<file path="src/design/usb_boot_keyboard_descriptor_scan_assert.svh">
// ----------------------------------------------------------------------------
// Boot keyboard descriptor scan: assertion macros
// Small wrappers for the concurrent checks at the end of the top level.
// ----------------------------------------------------------------------------
`ifndef USB_BOOT_KEYBOARD_DESCRIPTOR_SCAN_ASSERT_SVH
`define USB_BOOT_KEYBOARD_DESCRIPTOR_SCAN_ASSERT_SVH

// Same-cycle implication, sampled on clk, off during reset.
`define UBKD_ASSERT_NOW(label, ante, cons) \
    label: assert property (@(posedge clk) disable iff (!rst_n) (ante) |-> (cons)) \
        else $error("ubkd check failed: same-cycle rule");

// Next-cycle implication, sampled on clk, off during reset.
`define UBKD_ASSERT_NEXT(label, ante, cons) \
    label: assert property (@(posedge clk) disable iff (!rst_n) (ante) |=> (cons)) \
        else $error("ubkd check failed: next-cycle rule");

`endif

</file>
<file path="src/design/ubkd_pkg.sv">
// ----------------------------------------------------------------------------
// ubkd_pkg
// Word types and descriptor constants for the boot keyboard descriptor scan.
// ----------------------------------------------------------------------------
package ubkd_pkg;

    // incoming descriptor byte
    typedef struct packed {
        logic [7:0] data_byte;
        logic       last_byte;
    } in_word_t;

    // scan result, given once per descriptor set
    typedef struct packed {
        logic       found;
        logic [7:0] interface_id;
        logic [3:0] endpoint_id;
        logic [6:0] packet_limit;
        logic [7:0] poll_interval;
    } out_word_t;

    localparam logic [7:0]  KIND_INTERFACE    = 8'd4;
    localparam logic [7:0]  KIND_ENDPOINT     = 8'd5;
    localparam logic [7:0]  INTERFACE_MIN_LEN = 8'd9;
    localparam logic [7:0]  ENDPOINT_MIN_LEN  = 8'd7;
    localparam logic [7:0]  DESC_MIN_LEN      = 8'd2;
    localparam logic [7:0]  DIR_IN_BIT        = 8'h80;
    localparam logic [7:0]  EP_NUM_MASK       = 8'h0f;
    localparam logic [1:0]  XFER_INTERRUPT    = 2'd3;
    localparam logic [7:0]  HID_CLASS         = 8'd3;
    localparam logic [7:0]  BOOT_SUBCLASS     = 8'd1;
    localparam logic [7:0]  KEYBOARD_PROTO    = 8'd1;
    localparam logic [15:0] PACKET_MIN        = 16'd8;
    localparam logic [15:0] PACKET_MAX        = 16'd64;

    // byte offsets inside a descriptor
    localparam logic [7:0] POS_LEN      = 8'd0;
    localparam logic [7:0] POS_KIND     = 8'd1;
    localparam logic [7:0] POS_IF_NUM   = 8'd2;
    localparam logic [7:0] POS_IF_ALT   = 8'd3;
    localparam logic [7:0] POS_IF_CLASS = 8'd5;
    localparam logic [7:0] POS_IF_SUB   = 8'd6;
    localparam logic [7:0] POS_IF_PROTO = 8'd7;
    localparam logic [7:0] POS_EP_ADDR  = 8'd2;
    localparam logic [7:0] POS_EP_ATTR  = 8'd3;
    localparam logic [7:0] POS_EP_PKT_L = 8'd4;
    localparam logic [7:0] POS_EP_PKT_H = 8'd5;
    localparam logic [7:0] POS_EP_INTV  = 8'd6;

endpackage

</file>
<file path="src/design/ubkd_in_stage.sv">
// ----------------------------------------------------------------------------
// ubkd_in_stage
// Input register: holds one descriptor byte until the scan core takes it.
// ----------------------------------------------------------------------------
module ubkd_in_stage (
    input  logic               clk,
    input  logic               rst_n,
    input  logic               desc_valid,
    output logic               desc_stall,
    input  ubkd_pkg::in_word_t desc_word,
    input  logic               advance,
    output logic               hold_valid,
    output ubkd_pkg::in_word_t hold_word
);
    import ubkd_pkg::*;

    logic     hold_valid_reg;
    logic     hold_valid_next;
    in_word_t hold_word_reg;
    logic     load;

    // busy only while the held word cannot move on
    assign desc_stall = hold_valid_reg && !advance;
    assign load       = desc_valid && !desc_stall;

    always_comb
    begin
        hold_valid_next = hold_valid_reg;
        if (load)
        begin
            hold_valid_next = 1'b1;
        end
        else if (advance)
        begin
            hold_valid_next = 1'b0;
        end
    end

    always_ff @(posedge clk or negedge rst_n)
    begin
        if (!rst_n)
        begin
            hold_valid_reg <= 1'b0;
        end
        else
        begin
            hold_valid_reg <= hold_valid_next;
        end
    end

    always_ff @(posedge clk)
    begin
        if (load)
        begin
            hold_word_reg <= desc_word;
        end
    end

    assign hold_valid = hold_valid_reg;
    assign hold_word  = hold_word_reg;

endmodule

</file>
<file path="src/design/ubkd_scan_core.sv">
// ----------------------------------------------------------------------------
// ubkd_scan_core
// Per-byte descriptor walk; builds the result on the final byte.
// ----------------------------------------------------------------------------
module ubkd_scan_core (
    input  logic                clk,
    input  logic                rst_n,
    input  logic                take,
    input  ubkd_pkg::in_word_t  word,
    output logic                res_load,
    output ubkd_pkg::out_word_t res_word
);
    import ubkd_pkg::*;

    logic [7:0]  pos_reg,     pos_next;
    logic [7:0]  len_reg,     len_next;
    logic [7:0]  kind_reg,    kind_next;
    logic        match_reg,   match_next;
    logic        cand_reg,    cand_next;
    logic [7:0]  held_if_reg, held_if_next;
    logic [7:0]  pend_if_reg, pend_if_next;
    logic [3:0]  ep_reg,      ep_next;
    logic [15:0] pkt_reg,     pkt_next;
    logic [7:0]  intv_reg,    intv_next;
    logic        decided_reg, decided_next;
    logic        found_reg,   found_next;
    logic        end_now;
    logic        ok;
    logic [7:0]  b;

    assign b = word.data_byte;

    always_comb
    begin
        pos_next     = pos_reg;
        len_next     = len_reg;
        kind_next    = kind_reg;
        match_next   = match_reg;
        cand_next    = cand_reg;
        held_if_next = held_if_reg;
        pend_if_next = pend_if_reg;
        ep_next      = ep_reg;
        pkt_next     = pkt_reg;
        intv_next    = intv_reg;
        decided_next = decided_reg;
        found_next   = found_reg;
        end_now      = 1'b0;

        if (!decided_reg)
        begin
            if (pos_reg == POS_LEN)
            begin
                len_next = b;
                if (b < DESC_MIN_LEN)
                begin
                    // short descriptor: give up at once
                    decided_next = 1'b1;
                    found_next   = 1'b0;
                end
                else
                begin
                    match_next = 1'b1;
                    pos_next   = POS_KIND;
                end
            end
            else
            begin
                if (pos_reg == POS_KIND)
                begin
                    kind_next = b;
                end
                else if (kind_reg == KIND_INTERFACE)
                begin
                    if (pos_reg == POS_IF_NUM)
                    begin
                        pend_if_next = b;
                    end
                    else if (pos_reg == POS_IF_ALT)
                    begin
                        if (b != 8'd0) match_next = 1'b0;
                    end
                    else if (pos_reg == POS_IF_CLASS)
                    begin
                        if (b != HID_CLASS) match_next = 1'b0;
                    end
                    else if (pos_reg == POS_IF_SUB)
                    begin
                        if (b != BOOT_SUBCLASS) match_next = 1'b0;
                    end
                    else if (pos_reg == POS_IF_PROTO)
                    begin
                        if (b != KEYBOARD_PROTO) match_next = 1'b0;
                    end
                end
                else if (kind_reg == KIND_ENDPOINT)
                begin
                    if (pos_reg == POS_EP_ADDR)
                    begin
                        ep_next = b[3:0] & EP_NUM_MASK[3:0];
                        if ((b & DIR_IN_BIT) == 8'd0) match_next = 1'b0;
                    end
                    else if (pos_reg == POS_EP_ATTR)
                    begin
                        if (b[1:0] != XFER_INTERRUPT) match_next = 1'b0;
                    end
                    else if (pos_reg == POS_EP_PKT_L)
                    begin
                        pkt_next = {pkt_reg[15:8], b};
                    end
                    else if (pos_reg == POS_EP_PKT_H)
                    begin
                        pkt_next = {b, pkt_reg[7:0]};
                    end
                    else if (pos_reg == POS_EP_INTV)
                    begin
                        intv_next = b;
                    end
                end

                end_now = ({1'b0, pos_reg} + 9'd1) == {1'b0, len_reg};
                if (end_now)
                begin
                    pos_next = POS_LEN;
                    if (kind_next == KIND_INTERFACE && len_reg >= INTERFACE_MIN_LEN)
                    begin
                        cand_next = match_next;
                        if (match_next) held_if_next = pend_if_next;
                    end
                    else if (kind_next == KIND_ENDPOINT && len_reg >= ENDPOINT_MIN_LEN
                             && cand_reg && match_next)
                    begin
                        decided_next = 1'b1;
                        found_next   = (intv_next != 8'd0) && (pkt_next >= PACKET_MIN)
                                       && (pkt_next <= PACKET_MAX);
                    end
                end
                else
                begin
                    pos_next = pos_reg + 8'd1;
                end
            end
        end
    end

    // result reflects the state after this byte
    assign ok       = decided_next && found_next;
    assign res_load = take && word.last_byte;

    always_comb
    begin
        res_word               = '0;
        res_word.found         = ok;
        if (ok)
        begin
            res_word.interface_id  = held_if_next;
            res_word.endpoint_id   = ep_next;
            res_word.packet_limit  = pkt_next[6:0];
            res_word.poll_interval = intv_next;
        end
    end

    always_ff @(posedge clk or negedge rst_n)
    begin
        if (!rst_n)
        begin
            pos_reg     <= '0;
            len_reg     <= '0;
            kind_reg    <= '0;
            match_reg   <= 1'b0;
            cand_reg    <= 1'b0;
            held_if_reg <= '0;
            pend_if_reg <= '0;
            ep_reg      <= '0;
            pkt_reg     <= '0;
            intv_reg    <= '0;
            decided_reg <= 1'b0;
            found_reg   <= 1'b0;
        end
        else if (take)
        begin
            if (word.last_byte)
            begin
                // final byte: start over for the next set
                pos_reg     <= '0;
                len_reg     <= '0;
                kind_reg    <= '0;
                match_reg   <= 1'b0;
                cand_reg    <= 1'b0;
                held_if_reg <= '0;
                pend_if_reg <= '0;
                ep_reg      <= '0;
                pkt_reg     <= '0;
                intv_reg    <= '0;
                decided_reg <= 1'b0;
                found_reg   <= 1'b0;
            end
            else
            begin
                pos_reg     <= pos_next;
                len_reg     <= len_next;
                kind_reg    <= kind_next;
                match_reg   <= match_next;
                cand_reg    <= cand_next;
                held_if_reg <= held_if_next;
                pend_if_reg <= pend_if_next;
                ep_reg      <= ep_next;
                pkt_reg     <= pkt_next;
                intv_reg    <= intv_next;
                decided_reg <= decided_next;
                found_reg   <= found_next;
            end
        end
    end

endmodule

</file>
<file path="src/design/ubkd_out_stage.sv">
// ----------------------------------------------------------------------------
// ubkd_out_stage
// Result register: holds the scan result until the consumer takes it.
// ----------------------------------------------------------------------------
module ubkd_out_stage (
    input  logic                clk,
    input  logic                rst_n,
    input  logic                load,
    input  ubkd_pkg::out_word_t load_word,
    output logic                result_valid,
    input  logic                result_stall,
    output ubkd_pkg::out_word_t result_word
);
    import ubkd_pkg::*;

    logic      valid_reg;
    logic      valid_next;
    out_word_t word_reg;

    // load is only raised when the register is free or draining
    always_comb
    begin
        valid_next = valid_reg;
        if (load)
        begin
            valid_next = 1'b1;
        end
        else if (valid_reg && !result_stall)
        begin
            valid_next = 1'b0;
        end
    end

    always_ff @(posedge clk or negedge rst_n)
    begin
        if (!rst_n)
        begin
            valid_reg <= 1'b0;
        end
        else
        begin
            valid_reg <= valid_next;
        end
    end

    always_ff @(posedge clk)
    begin
        if (load)
        begin
            word_reg <= load_word;
        end
    end

    assign result_valid = valid_reg;
    assign result_word  = word_reg;

endmodule

</file>
<file path="src/design/usb_boot_keyboard_descriptor_scan.sv">
// The input register holds each byte; a final byte's result is then registered in the result register.
// Throughput: one descriptor byte per cycle; one result per descriptor set.
// The only back-pressure comes from a final byte meeting a stalled, full result register.
// Reset: rst_n (async, active low) clears the scan state and both valid flags.
// After each final byte the scan state returns to its reset values by itself.
// ----------------------------------------------------------------------------
// usb_boot_keyboard_descriptor_scan
// Walks a USB configuration descriptor set byte by byte and reports the first
// boot keyboard interrupt IN endpoint, with its interface and endpoint fields.
// ----------------------------------------------------------------------------
`include "usb_boot_keyboard_descriptor_scan_assert.svh"

module usb_boot_keyboard_descriptor_scan (
    input  logic                clk,
    input  logic                rst_n,
    input  logic                desc_valid,
    output logic                desc_stall,
    input  ubkd_pkg::in_word_t  desc_word,
    output logic                result_valid,
    input  logic                result_stall,
    output ubkd_pkg::out_word_t result_word
);
    import ubkd_pkg::*;

    logic      hold_valid;
    in_word_t  hold_word;
    logic      advance;
    logic      take;
    logic      res_load;
    out_word_t res_word;
    logic      miss_fields_zero;
    logic      hit_fields_legal;
    logic      last_taken;

    // Held byte moves on unless it is a final byte and the result register
    // is full and stalled. Ordinary bytes never wait on the consumer.
    assign advance = !hold_word.last_byte || !result_valid || !result_stall;
    assign take    = hold_valid && advance;

    // Stage 1: input register.
    ubkd_in_stage u_in (
        .clk        (clk),
        .rst_n      (rst_n),
        .desc_valid (desc_valid),
        .desc_stall (desc_stall),
        .desc_word  (desc_word),
        .advance    (advance),
        .hold_valid (hold_valid),
        .hold_word  (hold_word)
    );

    // Descriptor walk state plus the result logic for the final byte.
    ubkd_scan_core u_core (
        .clk      (clk),
        .rst_n    (rst_n),
        .take     (take),
        .word     (hold_word),
        .res_load (res_load),
        .res_word (res_word)
    );

    // Stage 2: result register.
    ubkd_out_stage u_out (
        .clk          (clk),
        .rst_n        (rst_n),
        .load         (res_load),
        .load_word    (res_word),
        .result_valid (result_valid),
        .result_stall (result_stall),
        .result_word  (result_word)
    );

    // Checks.
    assign miss_fields_zero = result_word.interface_id == 8'd0
                              && result_word.endpoint_id == 4'd0
                              && result_word.packet_limit == 7'd0
                              && result_word.poll_interval == 8'd0;
    assign hit_fields_legal = result_word.packet_limit >= 7'd8
                              && result_word.packet_limit <= 7'd64
                              && result_word.poll_interval != 8'd0;
    assign last_taken       = hold_valid && hold_word.last_byte && advance;

    // A miss reports all value fields as zero.
    `UBKD_ASSERT_NOW(a_miss_zero, result_valid && !result_word.found, miss_fields_zero)
    // A hit carries a legal packet size and a nonzero interval.
    `UBKD_ASSERT_NOW(a_hit_legal, result_valid && result_word.found, hit_fields_legal)
    // A new result only follows a final byte taken from the input register.
    `UBKD_ASSERT_NOW(a_result_source, $rose(result_valid), $past(last_taken))
    // Loading never lands on a stalled, full result register.
    `UBKD_ASSERT_NOW(a_no_overwrite, result_valid && result_stall, !res_load)

endmodule
</file>
<file path="config.mk">
export PLATFORM = sky130hd
export DESIGN_NAME = usb_boot_keyboard_descriptor_scan
export DESIGN_NICKNAME = d
export VERILOG_FILES = /design/src/design/ubkd_pkg.sv /design/src/design/ubkd_in_stage.sv /design/src/design/ubkd_scan_core.sv /design/src/design/ubkd_out_stage.sv /design/src/design/usb_boot_keyboard_descriptor_scan.sv
export VERILOG_INCLUDE_DIRS = /design/src /design/src/design
export SDC_FILE = /design/constraint.sdc
export NUM_CORES = 1
export LEC_CHECK = 0
export BUFFER_PORTS_ARGS = -buffer_cell sky130_fd_sc_hd__buf_2
export CORE_MARGIN = 2
export CORE_UTILIZATION = 56
export CTS_BUF_LIST = sky130_fd_sc_hd__clkbuf_4 sky130_fd_sc_hd__clkbuf_8
export CTS_CLUSTER_DIAMETER = 40
export CTS_CLUSTER_SIZE = 8
export DETAILED_ROUTE_END_ITERATION = 12
export PLACE_DENSITY = 0.78
export SETUP_SLACK_MARGIN = 0.3
export SLEW_MARGIN = 0
export SYNTH_ARGS = -nofsm -noshare
export SYNTH_HDL_FRONTEND = slang
export SYNTH_SLANG_ARGS = --single-unit
</file>
<file path="constraint.sdc">
create_clock -name clk -period 3.45 [get_ports clk]
set_input_delay 0.8625 -clock clk [delete_from_list [all_inputs] [get_ports clk]]
set_output_delay 0.8625 -clock clk [all_outputs]
set_load 0.05 [all_outputs]
</file>
==> flow_results.xml, run 1 <==
<?xml version="1.0" encoding="UTF-8"?>
<metrics>
  <group name="outcome">
    <metric name="run_status" unit="">finished clean</metric>
  </group>
  <group name="cts">
    <metric name="cts-root-to-sink-buffers" unit="">2</metric>
    <metric name="clock_sinks" unit="">111</metric>
    <metric name="tritoncts_clock_tree" unit="">yes</metric>
    <metric name="clkLatencyLatePin" unit="ns">0.37</metric>
    <metric name="cts_buffers" unit="">9</metric>
    <metric name="clockRootBuffer" unit="">clkbuf_8</metric>
    <metric name="ctsHtreeMaxLevel" unit="">3</metric>
    <metric name="cts.reportedPaths.clkPinSlew" unit="ns">0.11</metric>
  </group>
  <group name="cells_and_area">
    <metric name="number_of_flip_flops_under_the_largest_register_name" unit="">28</metric>
    <metric name="final_util" unit="%">65.9</metric>
    <metric name="design.final.nets" unit="">658</metric>
    <metric name="fill_cells" unit="">776</metric>
    <metric name="stdcell_area" unit="sq mm">0.00672</metric>
    <metric name="layout_cell_share_with_drive_strength_beyond_1" unit="%">26.0</metric>
    <metric name="synthToLayoutAreaGrowth" unit="%">15.9</metric>
    <metric name="finish.cell_count_without_fillers" unit="">782</metric>
    <metric name="antenna-diode-count" unit="">0</metric>
  </group>
  <group name="worst_setup_path">
    <metric name="startpoint_type" unit="">register</metric>
    <metric name="crit_fanout" unit="">15</metric>
    <metric name="r2r_cells" unit="">11</metric>
    <metric name="critPathKind" unit="">register to register</metric>
    <metric name="worstReg2RegStart" unit="">u_core.pos_reg[0]</metric>
    <metric name="setup.reg_to_reg.worst_slack" unit="ns">0.19</metric>
    <metric name="cp_data_arrival_time" unit="ns">3.50</metric>
    <metric name="crit_required" unit="ns">3.69</metric>
    <metric name="reg2reg_to" unit="">u_out.result_word[15]</metric>
    <metric name="worst_setup_path_end_kind" unit="">register</metric>
  </group>
  <group name="grt">
    <metric name="grt_first_pass_wirelength" unit="mm">23.5</metric>
    <metric name="largest_net_degree_at_the_start_of_global_routing" unit="">49</metric>
    <metric name="globalRoute.totalOverflow" unit="">0</metric>
    <metric name="global_routing_usage_summed_across_all_routing_layers" unit="%">26.9</metric>
    <metric name="number_of_antenna_violations_at_the_first_check_in_global_routing" unit="">0</metric>
    <metric name="first_global_vias" unit="">4616</metric>
  </group>
  <group name="place">
    <metric name="number_of_i_o_port_buffers" unit="">42</metric>
    <metric name="gpl.final_weighted_congestion" unit="">0.926</metric>
    <metric name="placed_cells" unit="">748</metric>
    <metric name="hpwlAfterDp" unit="mm">9.70</metric>
    <metric name="dpl-instance-area" unit="sq mm">0.00624</metric>
  </group>
  <group name="drt">
    <metric name="via_per_inst" unit="">6.23</metric>
    <metric name="drt-wirelength-per-cell" unit="um">18.7</metric>
    <metric name="drt-total-wl" unit="mm">14.6</metric>
    <metric name="remaining_drc_errors" unit="">0</metric>
    <metric name="dr_wl_met2" unit="mm">7.02</metric>
    <metric name="detailedRoute.firstIterationViolations" unit="">537</metric>
    <metric name="wirelength_met1" unit="mm">6.08</metric>
    <metric name="ant_nets" unit="">0</metric>
    <metric name="dr.max_layer_used" unit="">met4</metric>
    <metric name="wl_met3" unit="mm">1.21</metric>
    <metric name="route.vias.total" unit="">4868</metric>
    <metric name="drt_first_pass_iters" unit="">5</metric>
  </group>
  <group name="flow_run">
    <metric name="max_cap_violations" unit="">0</metric>
  </group>
  <group name="yosys">
    <metric name="synthDistinctLibCells" unit="">65</metric>
    <metric name="ys_top_cells_by_count" unit="">dfrtp_1, nand2_1, o21ai_0</metric>
    <metric name="netlist.top_cell.by_area" unit="">dfrtp_1</metric>
    <metric name="synth-seq-area-share" unit="%">51.1</metric>
    <metric name="syn-mean-instance-area" unit="sq um">10.0</metric>
    <metric name="synth_top_cells_by_area" unit="">dfrtp_1, edfxtp_1, nand2_1</metric>
    <metric name="ys.flop_type" unit="">dfrtp_1</metric>
    <metric name="yosysWarnings" unit="">0</metric>
    <metric name="post_synth_instance_area" unit="sq mm">0.00580</metric>
    <metric name="synth_edf_count" unit="">37</metric>
    <metric name="synth_seq_cells" unit="">111</metric>
    <metric name="mappedNetlistNets" unit="">596</metric>
    <metric name="synthesis.instances" unit="">579</metric>
    <metric name="postSynth.asyncResetShare" unit="%">66.7</metric>
    <metric name="yosys.area.top_type_share" unit="%">32.0</metric>
  </group>
  <group name="timing">
    <metric name="hold_slack" unit="ns">0.508</metric>
    <metric name="max_slew_margin" unit="%">51.8</metric>
    <metric name="max_freq" unit="MHz">306</metric>
    <metric name="timing.final.crit_period" unit="ns">3.26</metric>
    <metric name="worst-slew-pin-transition" unit="ns">0.721</metric>
    <metric name="setup_repair_after_global_routing_missed_its_margin" unit="">true</metric>
    <metric name="clock_skew" unit="ns">0.0120</metric>
    <metric name="setup_viols_final" unit="">0</metric>
    <metric name="setup_tns" unit="ns">0</metric>
    <metric name="final_min_period_over_clock_period" unit="%">94.6</metric>
    <metric name="number_of_pins_with_negative_max_slew_slack_in_the_final_report" unit="">0</metric>
    <metric name="finalHoldViolCount" unit="">0</metric>
  </group>
  <group name="die">
    <metric name="die_width" unit="um">106</metric>
    <metric name="initial_core_util" unit="%">56.9</metric>
    <metric name="floorplan.die_area" unit="sq mm">0.0112</metric>
    <metric name="design.portCount" unit="">43</metric>
    <metric name="floorplan.core_area" unit="sq mm">0.0102</metric>
    <metric name="row_count" unit="">37</metric>
    <metric name="die_height" unit="um">106</metric>
  </group>
  <group name="power">
    <metric name="vdd_ir_drop_max" unit="mV">0.382</metric>
    <metric name="power.density_cell_area" unit="mW/mm^2">539</metric>
    <metric name="leakage" unit="nW">2.78</metric>
  </group>
  <group name="hold_path">
    <metric name="timing.hold.worst.class" unit="">primary input to asynchronous set/reset pin</metric>
  </group>
</metrics>
## cell families after synthesis
logic type                 synth area share (%)
adders and majority gates                 0.864
AOI/OAI and AO/OA                          20.6
buffers and inverters                      4.36
muxes                                      2.44
and+or+nand+nor                            19.3
xor gates and xnor gates                   1.36
DFF                                        51.1
## layer usage
metal  global-route usage, %  vias to the layer above
li1                        -                     2241
met1                    36.9                     2360
met2                    43.3                      229
met3                    4.76                       38
met4                    9.68                        0
met5                       0                        -
## power by group
group	internal [mW]	switching (mW)
sequential	1.52	0.176
combinational	0.440	0.670
clock	0.362	0.446
## stage by stage
step / total power [mW] / setup slack, ns
6_report: 3.62 / 0.186
5_1_grt: 3.79 / 0.0818
4_1_cts: 3.55 / 0.241
3_5_place_dp: 2.69 / 0.133
3_3_place_gp: 2.65 / 0.231
2_1_floorplan: 2.37 / 0.315
## cell type report
class,count,area (sq um),area share (%)
clock inverter,5,67.6,1.01
tap,136,170,2.53
clock buffer,11,139,2.07
multi-input combinational,413,2690,40.1
inverter,13,48.8,0.727
sequential,111,2970,44.2
timing repair buffer,93,632,9.41
## how the worst max path moves through the flow
stage	from	to	slack [ns]	cells past startpoint
after floorplan	u_core.pos_reg[0]	u_out.result_word[6]	0.31	12
final	u_core.pos_reg[0]	u_out.result_word[15]	0.19	11
after detailed placement	u_core.pos_reg[1]	u_out.result_word[15]	0.13	11
after global placement	u_core.pos_reg[2]	u_out.result_word[23]	0.23	9
after CTS	u_core.pos_reg[0]	u_out.result_word[15]	0.24	11
after global routing	u_core.pos_reg[1]	u_out.result_word[26]	0.08	11
## cell usage in the layout, fill, tap and decap left out, types with 6 or more instances in the layout
| cell type | n |
|---|---|
| nand2_1 | 74 |
| dfrtp_1 | 71 |
| buf_4 | 44 |
| buf_2 | 42 |
| o21ai_0 | 40 |
| edfxtp_1 | 37 |
| nor2_1 | 29 |
| a22o_1 | 27 |
| a21oi_1 | 23 |
| a22oi_1 | 20 |
| a21oi_2 | 15 |
| nand3_1 | 14 |
| mux2i_1 | 13 |
| inv_1 | 11 |
| or2_2 | 10 |
| nand2b_1 | 9 |
| or3_1 | 9 |
| nand3b_1 | 9 |
| clkbuf_8 | 9 |
| nor2_2 | 7 |
| nor3_1 | 7 |
| a21boi_0 | 7 |
| xnor2_1 | 6 |
## critical path: stages (launching register included)
cell	delay, ns
dfrtp_2	0.43
inv_2	0.09
ha_4	0.17
or4bb_4	0.52
nor4_4	0.19
nand2_1	0.11
or3_1	0.33
a21oi_2	0.14
or4b_4	0.48
o31a_1	0.34
buf_8	0.20
nor2_2	0.12
## what timing repair did
item	CTS	global route
endpoints found under the hold margin	0	0
pin swaps	2	11
setup endpoints to repair	34	44
hold buffers	0	0
buffers inserted	13	4
gates cloned	1	0
gates resized for setup	20	24
No activity file was read; power rests on OpenSTA's default activity.
==> inputs of run 2 (changes only) <==
--- a/config.mk
+++ b/config.mk
@@ -13,6 +13,7 @@
 export CTS_CLUSTER_DIAMETER = 40
 export CTS_CLUSTER_SIZE = 8
 export DETAILED_ROUTE_END_ITERATION = 12
+export MAX_ROUTING_LAYER = met4
 export PLACE_DENSITY = 0.78
 export SETUP_SLACK_MARGIN = 0.3
 export SLEW_MARGIN = 0
==> run 2 against run 1 <==
Net effect: critical path depth is the same; clock skew rose by 0.0082 ns; highest routed layer unchanged; critical path type unchanged; critical endpoint is now u_out.result_word[3]; first-iteration DRC count is 11% lower; wire length grew 4.1%; largest cell class unchanged; setup slack worse by 0.10 ns.
==> flow_results.xml, run 2 (synthesis results as in run 1) <==
<?xml version="1.0" encoding="UTF-8"?>
<metrics>
  <group name="outcome">
    <metric name="run_status" unit="">finished clean</metric>
  </group>
  <group name="grt">
    <metric name="first_global_vias" unit="">4592</metric>
    <metric name="grt_first_pass_wirelength" unit="mm">23.8</metric>
    <metric name="number_of_antenna_violations_at_the_first_check_in_global_routing" unit="">0</metric>
    <metric name="globalRoute.totalOverflow" unit="">0</metric>
    <metric name="largest_net_degree_at_the_start_of_global_routing" unit="">51</metric>
    <metric name="global_routing_usage_summed_across_all_routing_layers" unit="%">28.2</metric>
  </group>
  <group name="timing">
    <metric name="setup_tns" unit="ns">0</metric>
    <metric name="worst-slew-pin-transition" unit="ns">0.628</metric>
    <metric name="setup_viols_final" unit="">0</metric>
    <metric name="finalHoldViolCount" unit="">0</metric>
    <metric name="max_freq" unit="MHz">297</metric>
    <metric name="final_min_period_over_clock_period" unit="%">97.5</metric>
    <metric name="max_slew_margin" unit="%">57.9</metric>
    <metric name="setup_repair_after_global_routing_missed_its_margin" unit="">true</metric>
    <metric name="timing.final.crit_period" unit="ns">3.36</metric>
    <metric name="clock_skew" unit="ns">0.0202</metric>
    <metric name="number_of_pins_with_negative_max_slew_slack_in_the_final_report" unit="">0</metric>
  </group>
  <group name="die">
    <metric name="floorplan.die_area" unit="sq mm">0.0112</metric>
    <metric name="design.portCount" unit="">43</metric>
    <metric name="initial_core_util" unit="%">56.9</metric>
    <metric name="row_count" unit="">37</metric>
    <metric name="die_height" unit="um">106</metric>
    <metric name="die_width" unit="um">106</metric>
    <metric name="floorplan.core_area" unit="sq mm">0.0102</metric>
  </group>
  <group name="drt">
    <metric name="route.vias.total" unit="">4920</metric>
    <metric name="drt-total-wl" unit="mm">15.2</metric>
    <metric name="via_per_inst" unit="">6.24</metric>
    <metric name="drt-wirelength-per-cell" unit="um">19.3</metric>
    <metric name="remaining_drc_errors" unit="">0</metric>
    <metric name="drt_first_pass_iters" unit="">6</metric>
    <metric name="detailedRoute.firstIterationViolations" unit="">480</metric>
    <metric name="ant_nets" unit="">0</metric>
  </group>
  <group name="cells_and_area">
    <metric name="design.final.nets" unit="">665</metric>
    <metric name="final_util" unit="%">67.3</metric>
    <metric name="layout.cells.most_common" unit="">nand2_1</metric>
    <metric name="number_of_flip_flops_under_the_largest_register_name" unit="">28</metric>
    <metric name="layout_cell_share_with_drive_strength_beyond_1" unit="%">28.2</metric>
    <metric name="mostFrequentLayoutCells" unit="">nand2_1, dfrtp_1, buf_4</metric>
    <metric name="fill_cells" unit="">792</metric>
    <metric name="synthToLayoutAreaGrowth" unit="%">18.3</metric>
    <metric name="antenna-diode-count" unit="">0</metric>
  </group>
  <group name="worst_setup_path">
    <metric name="critPathKind" unit="">register to register</metric>
    <metric name="reg2reg_to" unit="">u_out.result_word[3]</metric>
    <metric name="crit_fanout" unit="">8</metric>
    <metric name="worst_setup_path_end_kind" unit="">register</metric>
    <metric name="worstReg2RegStart" unit="">u_core.pos_reg[1]</metric>
    <metric name="startpoint_type" unit="">register</metric>
    <metric name="setup.reg_to_reg.worst_slack" unit="ns">0.09</metric>
    <metric name="crit_required" unit="ns">3.69</metric>
    <metric name="cp_data_arrival_time" unit="ns">3.60</metric>
    <metric name="setup.worst_path.start" unit="">u_core.pos_reg[1]</metric>
    <metric name="r2r_cells" unit="">11</metric>
  </group>
  <group name="cts">
    <metric name="cts_hold_repair.buffers" unit="">0</metric>
    <metric name="cts-root-to-sink-buffers" unit="">2</metric>
    <metric name="clock_sinks" unit="">111</metric>
    <metric name="tritoncts_clock_tree" unit="">yes</metric>
    <metric name="clockRootBuffer" unit="">clkbuf_8</metric>
    <metric name="clkLatencyLatePin" unit="ns">0.39</metric>
    <metric name="cts.reportedPaths.clkPinSlew" unit="ns">0.11</metric>
    <metric name="cts_buffers" unit="">9</metric>
    <metric name="ctsHtreeMaxLevel" unit="">3</metric>
  </group>
  <group name="power">
    <metric name="total_power_draw" unit="mW">3.62</metric>
    <metric name="vdd_ir_drop_max" unit="mV">0.422</metric>
    <metric name="power.density_cell_area" unit="mW/mm^2">527</metric>
    <metric name="leakage" unit="nW">2.83</metric>
  </group>
  <group name="place">
    <metric name="hpwlAfterDp" unit="mm">9.78</metric>
    <metric name="number_of_i_o_port_buffers" unit="">42</metric>
    <metric name="gpl.final_weighted_congestion" unit="">1.03</metric>
  </group>
  <group name="hold_path">
    <metric name="timing.hold.worst.class" unit="">primary input to asynchronous set/reset pin</metric>
  </group>
  <group name="flow_run">
    <metric name="max_cap_violations" unit="">0</metric>
  </group>
</metrics>
-- run 2: cell types whose count changed in the layout (fill, tap and decap cells not counted), sizes merged --
cell    before  now
inv         14   17
buf         93  100
clkbuf      11    9
bufinv       1    0
-- run 2: timing repair --
action	CTS	global route
resized for setup	12	56
cloned	1	1
setup buffers	15	9
pin swaps	2	25
setup endpoints to repair	29	45
-- run 2: how the worst max path moves through the flow --
stage | slack [ns] | to
6_report | 0.09 | u_out.result_word[3]
5_1_grt | 0.006 | u_out.result_word[25]
2_1_floorplan | 0.31 | u_out.result_word[6]
3_3_place_gp | 0.23 | u_out.result_word[26]
3_5_place_dp | 0.14 | u_out.result_word[3]
4_1_cts | 0.19 | u_out.result_word[3]
-- run 2: through the flow --
step,hold WS (ns),std cells,area [sq um],setup slack (ns)
2_1_floorplan,0.450,579,5800,0.315
3_3_place_gp,0.476,747,6240,0.225
3_5_place_dp,0.478,747,6240,0.137
4_1_cts,0.298,779,6590,0.192
5_1_grt,0.290,789,6860,0.00602
6_report,0.288,789,6860,0.0853
-- run 2: final cells by class --
| class | instances | area, sq um | area share (%) |
|---|---|---|---|
| sequential | 111 | 2970 | 43.3 |
| multi-input combinational | 413 | 2770 | 40.4 |
| timing repair buffer | 100 | 712 | 10.4 |
| tap | 136 | 170 | 2.48 |
| clock buffer | 9 | 124 | 1.81 |
| clock inverter | 7 | 63.8 | 0.930 |
| inverter | 13 | 48.8 | 0.712 |
-- run 2: routing by layer --
metal | wire [um] | GRT usage [%]
met1 | 6490 | 39.1
met2 | 7420 | 43.0
met3 | 945 | 3.15
met4 | 382 | 10.9
met5 | 0 | -
-- run 2: worst max-delay path, cell delays in order (launching register included) --
cell     delay (ns)
dfrtp_1        0.43
inv_2          0.09
ha_4           0.16
or4bb_4        0.52
nor4_4         0.18
nand2_1        0.14
or3_4          0.36
a21oi_2        0.15
or4b_4         0.48
o31a_1         0.41
buf_6          0.20
a21oi_2        0.11
-- run 2: report_power, final --
part	total [mW]	switching, mW	internal (mW)
sequential	1.69	0.167	1.52
combinational	1.16	0.704	0.455
clock	0.767	0.488	0.279
total	3.62	1.36	2.26
==> inputs of run 3 (changes only) <==
==> constraint.sdc (replaced) <==
create_clock -name clk -period 2.9 [get_ports clk]
set_input_delay 0.725 -clock clk [delete_from_list [all_inputs] [get_ports clk]]
set_output_delay 0.725 -clock clk [all_outputs]
set_load 0.05 [all_outputs]
==> run 3 against run 2 <==
Net effect: the flow now finishes with violations (setup timing); die area unchanged; wire length rose by 2.5%; hold slack better by 0.031 ns; total power up 28%; largest power group unchanged; highest routed layer unchanged.
==> flow_results.xml, run 3 (synthesis results as in run 1) <==
<?xml version="1.0" encoding="UTF-8"?>
<metrics>
  <group name="timing">
    <metric name="number_of_pins_with_negative_max_slew_slack_in_the_final_report" unit="">0</metric>
    <metric name="max_freq" unit="MHz">317</metric>
    <metric name="clock_skew" unit="ns">0.0145</metric>
    <metric name="worst-slew-pin-transition" unit="ns">0.700</metric>
    <metric name="fin_ws" unit="ns">-0.257</metric>
    <metric name="final_min_period_over_clock_period" unit="%">109</metric>
    <metric name="finalHoldViolCount" unit="">0</metric>
    <metric name="setup_repair_after_global_routing_missed_its_margin" unit="">true</metric>
    <metric name="timing.final.crit_period" unit="ns">3.16</metric>
    <metric name="max_slew_margin" unit="%">53.3</metric>
    <metric name="setup_viols_final" unit="">36</metric>
  </group>
  <group name="die">
    <metric name="floorplan.die_area" unit="sq mm">0.0112</metric>
    <metric name="design.portCount" unit="">43</metric>
    <metric name="die_width" unit="um">106</metric>
    <metric name="floorplan.core_area" unit="sq mm">0.0102</metric>
    <metric name="die_height" unit="um">106</metric>
    <metric name="initial_core_util" unit="%">56.9</metric>
    <metric name="row_count" unit="">37</metric>
  </group>
  <group name="drt">
    <metric name="drt-wirelength-per-cell" unit="um">19.0</metric>
    <metric name="drt_first_pass_iters" unit="">5</metric>
    <metric name="via_per_inst" unit="">6.19</metric>
    <metric name="route.vias.total" unit="">5103</metric>
    <metric name="remaining_drc_errors" unit="">0</metric>
    <metric name="detailedRoute.firstIterationViolations" unit="">380</metric>
    <metric name="ant_nets" unit="">0</metric>
    <metric name="drt-total-wl" unit="mm">15.6</metric>
  </group>
  <group name="cells_and_area">
    <metric name="number_of_flip_flops_under_the_largest_register_name" unit="">28</metric>
    <metric name="antenna-diode-count" unit="">0</metric>
    <metric name="final_util" unit="%">71.6</metric>
    <metric name="design.final.nets" unit="">700</metric>
    <metric name="layout_cell_share_with_drive_strength_beyond_1" unit="%">35.3</metric>
    <metric name="layout.cells.most_common" unit="">buf_4</metric>
    <metric name="stdcell_area" unit="sq mm">0.00729</metric>
    <metric name="mostFrequentLayoutCells" unit="">buf_4, nand2_1, dfrtp_1</metric>
    <metric name="synthToLayoutAreaGrowth" unit="%">25.8</metric>
  </group>
  <group name="worst_setup_path">
    <metric name="startpoint_type" unit="">register</metric>
    <metric name="setup.worst_path.start" unit="">u_core.pos_reg[0]</metric>
    <metric name="worstReg2RegStart" unit="">u_core.pos_reg[0]</metric>
    <metric name="path_cells" unit="">inv_2 &gt; ha_2 &gt; nand2b_1 &gt; a21o_1 &gt; a2111oi_4 &gt; o211ai_1 &gt; or3_1 &gt; or4b_4 &gt; o31a_1 &gt; buf_12 &gt; a21oi_1</metric>
    <metric name="cp_slowest_stage_delay" unit="ns">0.54</metric>
    <metric name="setup.reg_to_reg.worst_slack" unit="ns">-0.26</metric>
    <metric name="crit_required" unit="ns">3.15</metric>
    <metric name="cp_data_arrival_time" unit="ns">3.40</metric>
    <metric name="crit_fanout" unit="">28</metric>
    <metric name="critPathKind" unit="">register to register</metric>
    <metric name="worst_setup_path_end_kind" unit="">register</metric>
    <metric name="critPathSlowestCell" unit="">or4b_4</metric>
  </group>
  <group name="cts">
    <metric name="clockRootBuffer" unit="">clkbuf_8</metric>
    <metric name="cts.reportedPaths.clkPinSlew" unit="ns">0.11</metric>
    <metric name="cts_hold_repair.buffers" unit="">0</metric>
    <metric name="tritoncts_clock_tree" unit="">yes</metric>
    <metric name="cts_buffers" unit="">9</metric>
    <metric name="clock_sinks" unit="">111</metric>
    <metric name="clkLatencyLatePin" unit="ns">0.39</metric>
    <metric name="cts-root-to-sink-buffers" unit="">2</metric>
    <metric name="ctsHtreeMaxLevel" unit="">3</metric>
  </group>
  <group name="power">
    <metric name="leakage" unit="nW">3.09</metric>
    <metric name="total_power_draw" unit="mW">4.62</metric>
    <metric name="vdd_ir_drop_max" unit="mV">0.428</metric>
    <metric name="power.density_cell_area" unit="mW/mm^2">634</metric>
  </group>
  <group name="flow_run">
    <metric name="max_cap_violations" unit="">0</metric>
  </group>
  <group name="grt">
    <metric name="global_routing_usage_summed_across_all_routing_layers" unit="%">29.4</metric>
    <metric name="number_of_antenna_violations_at_the_first_check_in_global_routing" unit="">0</metric>
    <metric name="grt_first_pass_wirelength" unit="mm">25.0</metric>
    <metric name="largest_net_degree_at_the_start_of_global_routing" unit="">51</metric>
    <metric name="first_global_vias" unit="">5006</metric>
    <metric name="globalRoute.totalOverflow" unit="">0</metric>
  </group>
  <group name="hold_path">
    <metric name="timing.hold.worst.class" unit="">primary input to asynchronous set/reset pin</metric>
  </group>
  <group name="place">
    <metric name="hpwlAfterDp" unit="mm">10.2</metric>
    <metric name="dpl-instance-area" unit="sq mm">0.00662</metric>
    <metric name="number_of_i_o_port_buffers" unit="">42</metric>
    <metric name="gpl.final_weighted_congestion" unit="">0.975</metric>
  </group>
  <group name="outcome">
    <metric name="run_status" unit="">finished with violations</metric>
    <metric name="violations" unit="">setup timing</metric>
  </group>
</metrics>
[run 3: metrics by stage]
stage | hold slack (ns) | instances | setup WS (ns) | TNS (ns)
finish | 0.319 | 824 | -0.257 | -7.10
CTS | 0.332 | 821 | -0.236 | -6.07
global route | 0.343 | 824 | -0.366 | -11.14
global placement | 0.479 | 795 | -0.160 | -3.89
floorplan | 0.429 | 579 | -0.186 | -3.84
detailed placement | 0.488 | 795 | -0.260 | -7.01
[run 3: final timing paths]
kind,endpoint,depth (start not counted)
max reg2reg,u_out.result_word[5],11
min in group clk,u_in.hold_word[6],1
max,u_out.result_word[5],11
min,u_core.pos_reg[6],1
max in group asynchronous,u_core.pkt_reg[3],2
min reg2reg,u_core.kind_reg[2],1
[run 3: power breakdown]
part           switching [mW]  internal [mW]
registers               0.172           1.81
clock network           0.522          0.448
logic                   0.922          0.745
total                    1.62           3.00
[run 3: critical path, delay by kind of cell (launching register included)]
family,cells,cell delay (ns)
compound gates,5,1.14
fa+ha+maj,1,0.20
flops,1,0.40
buf+inv,2,0.22
simple gates,3,1.05
[run 3: area by class of cell]
| type | instances | area, sq um |
|---|---|---|
| flip-flops and latches | 111 | 2970 |
| multi-input cells | 413 | 2900 |
| fillers | 716 | 2890 |
| repair buffers | 135 | 996 |
| well taps | 136 | 170 |
| clock buffers | 12 | 153 |
| clock inverters | 4 | 53.8 |
| inverters | 13 | 48.8 |
[run 3: repair_timing]
| action | 4_1_cts | 5_1_grt |
|---|---|---|
| pin swaps | 7 | 16 |
| gates cloned | 1 | 1 |
| setup buffers | 9 | 2 |
| setup endpoints to repair | 58 | 80 |
| gates resized for setup | 34 | 52 |
[run 3: routing by layer]
metal | vias to the layer above | wire, um | track usage [%]
li1 | 2324 | - | -
met1 | 2532 | 6500 | 37.4
met2 | 202 | 7770 | 46.5
met3 | 45 | 979 | 6.80
met4 | 0 | 368 | 10.2
met5 | - | 0 | -
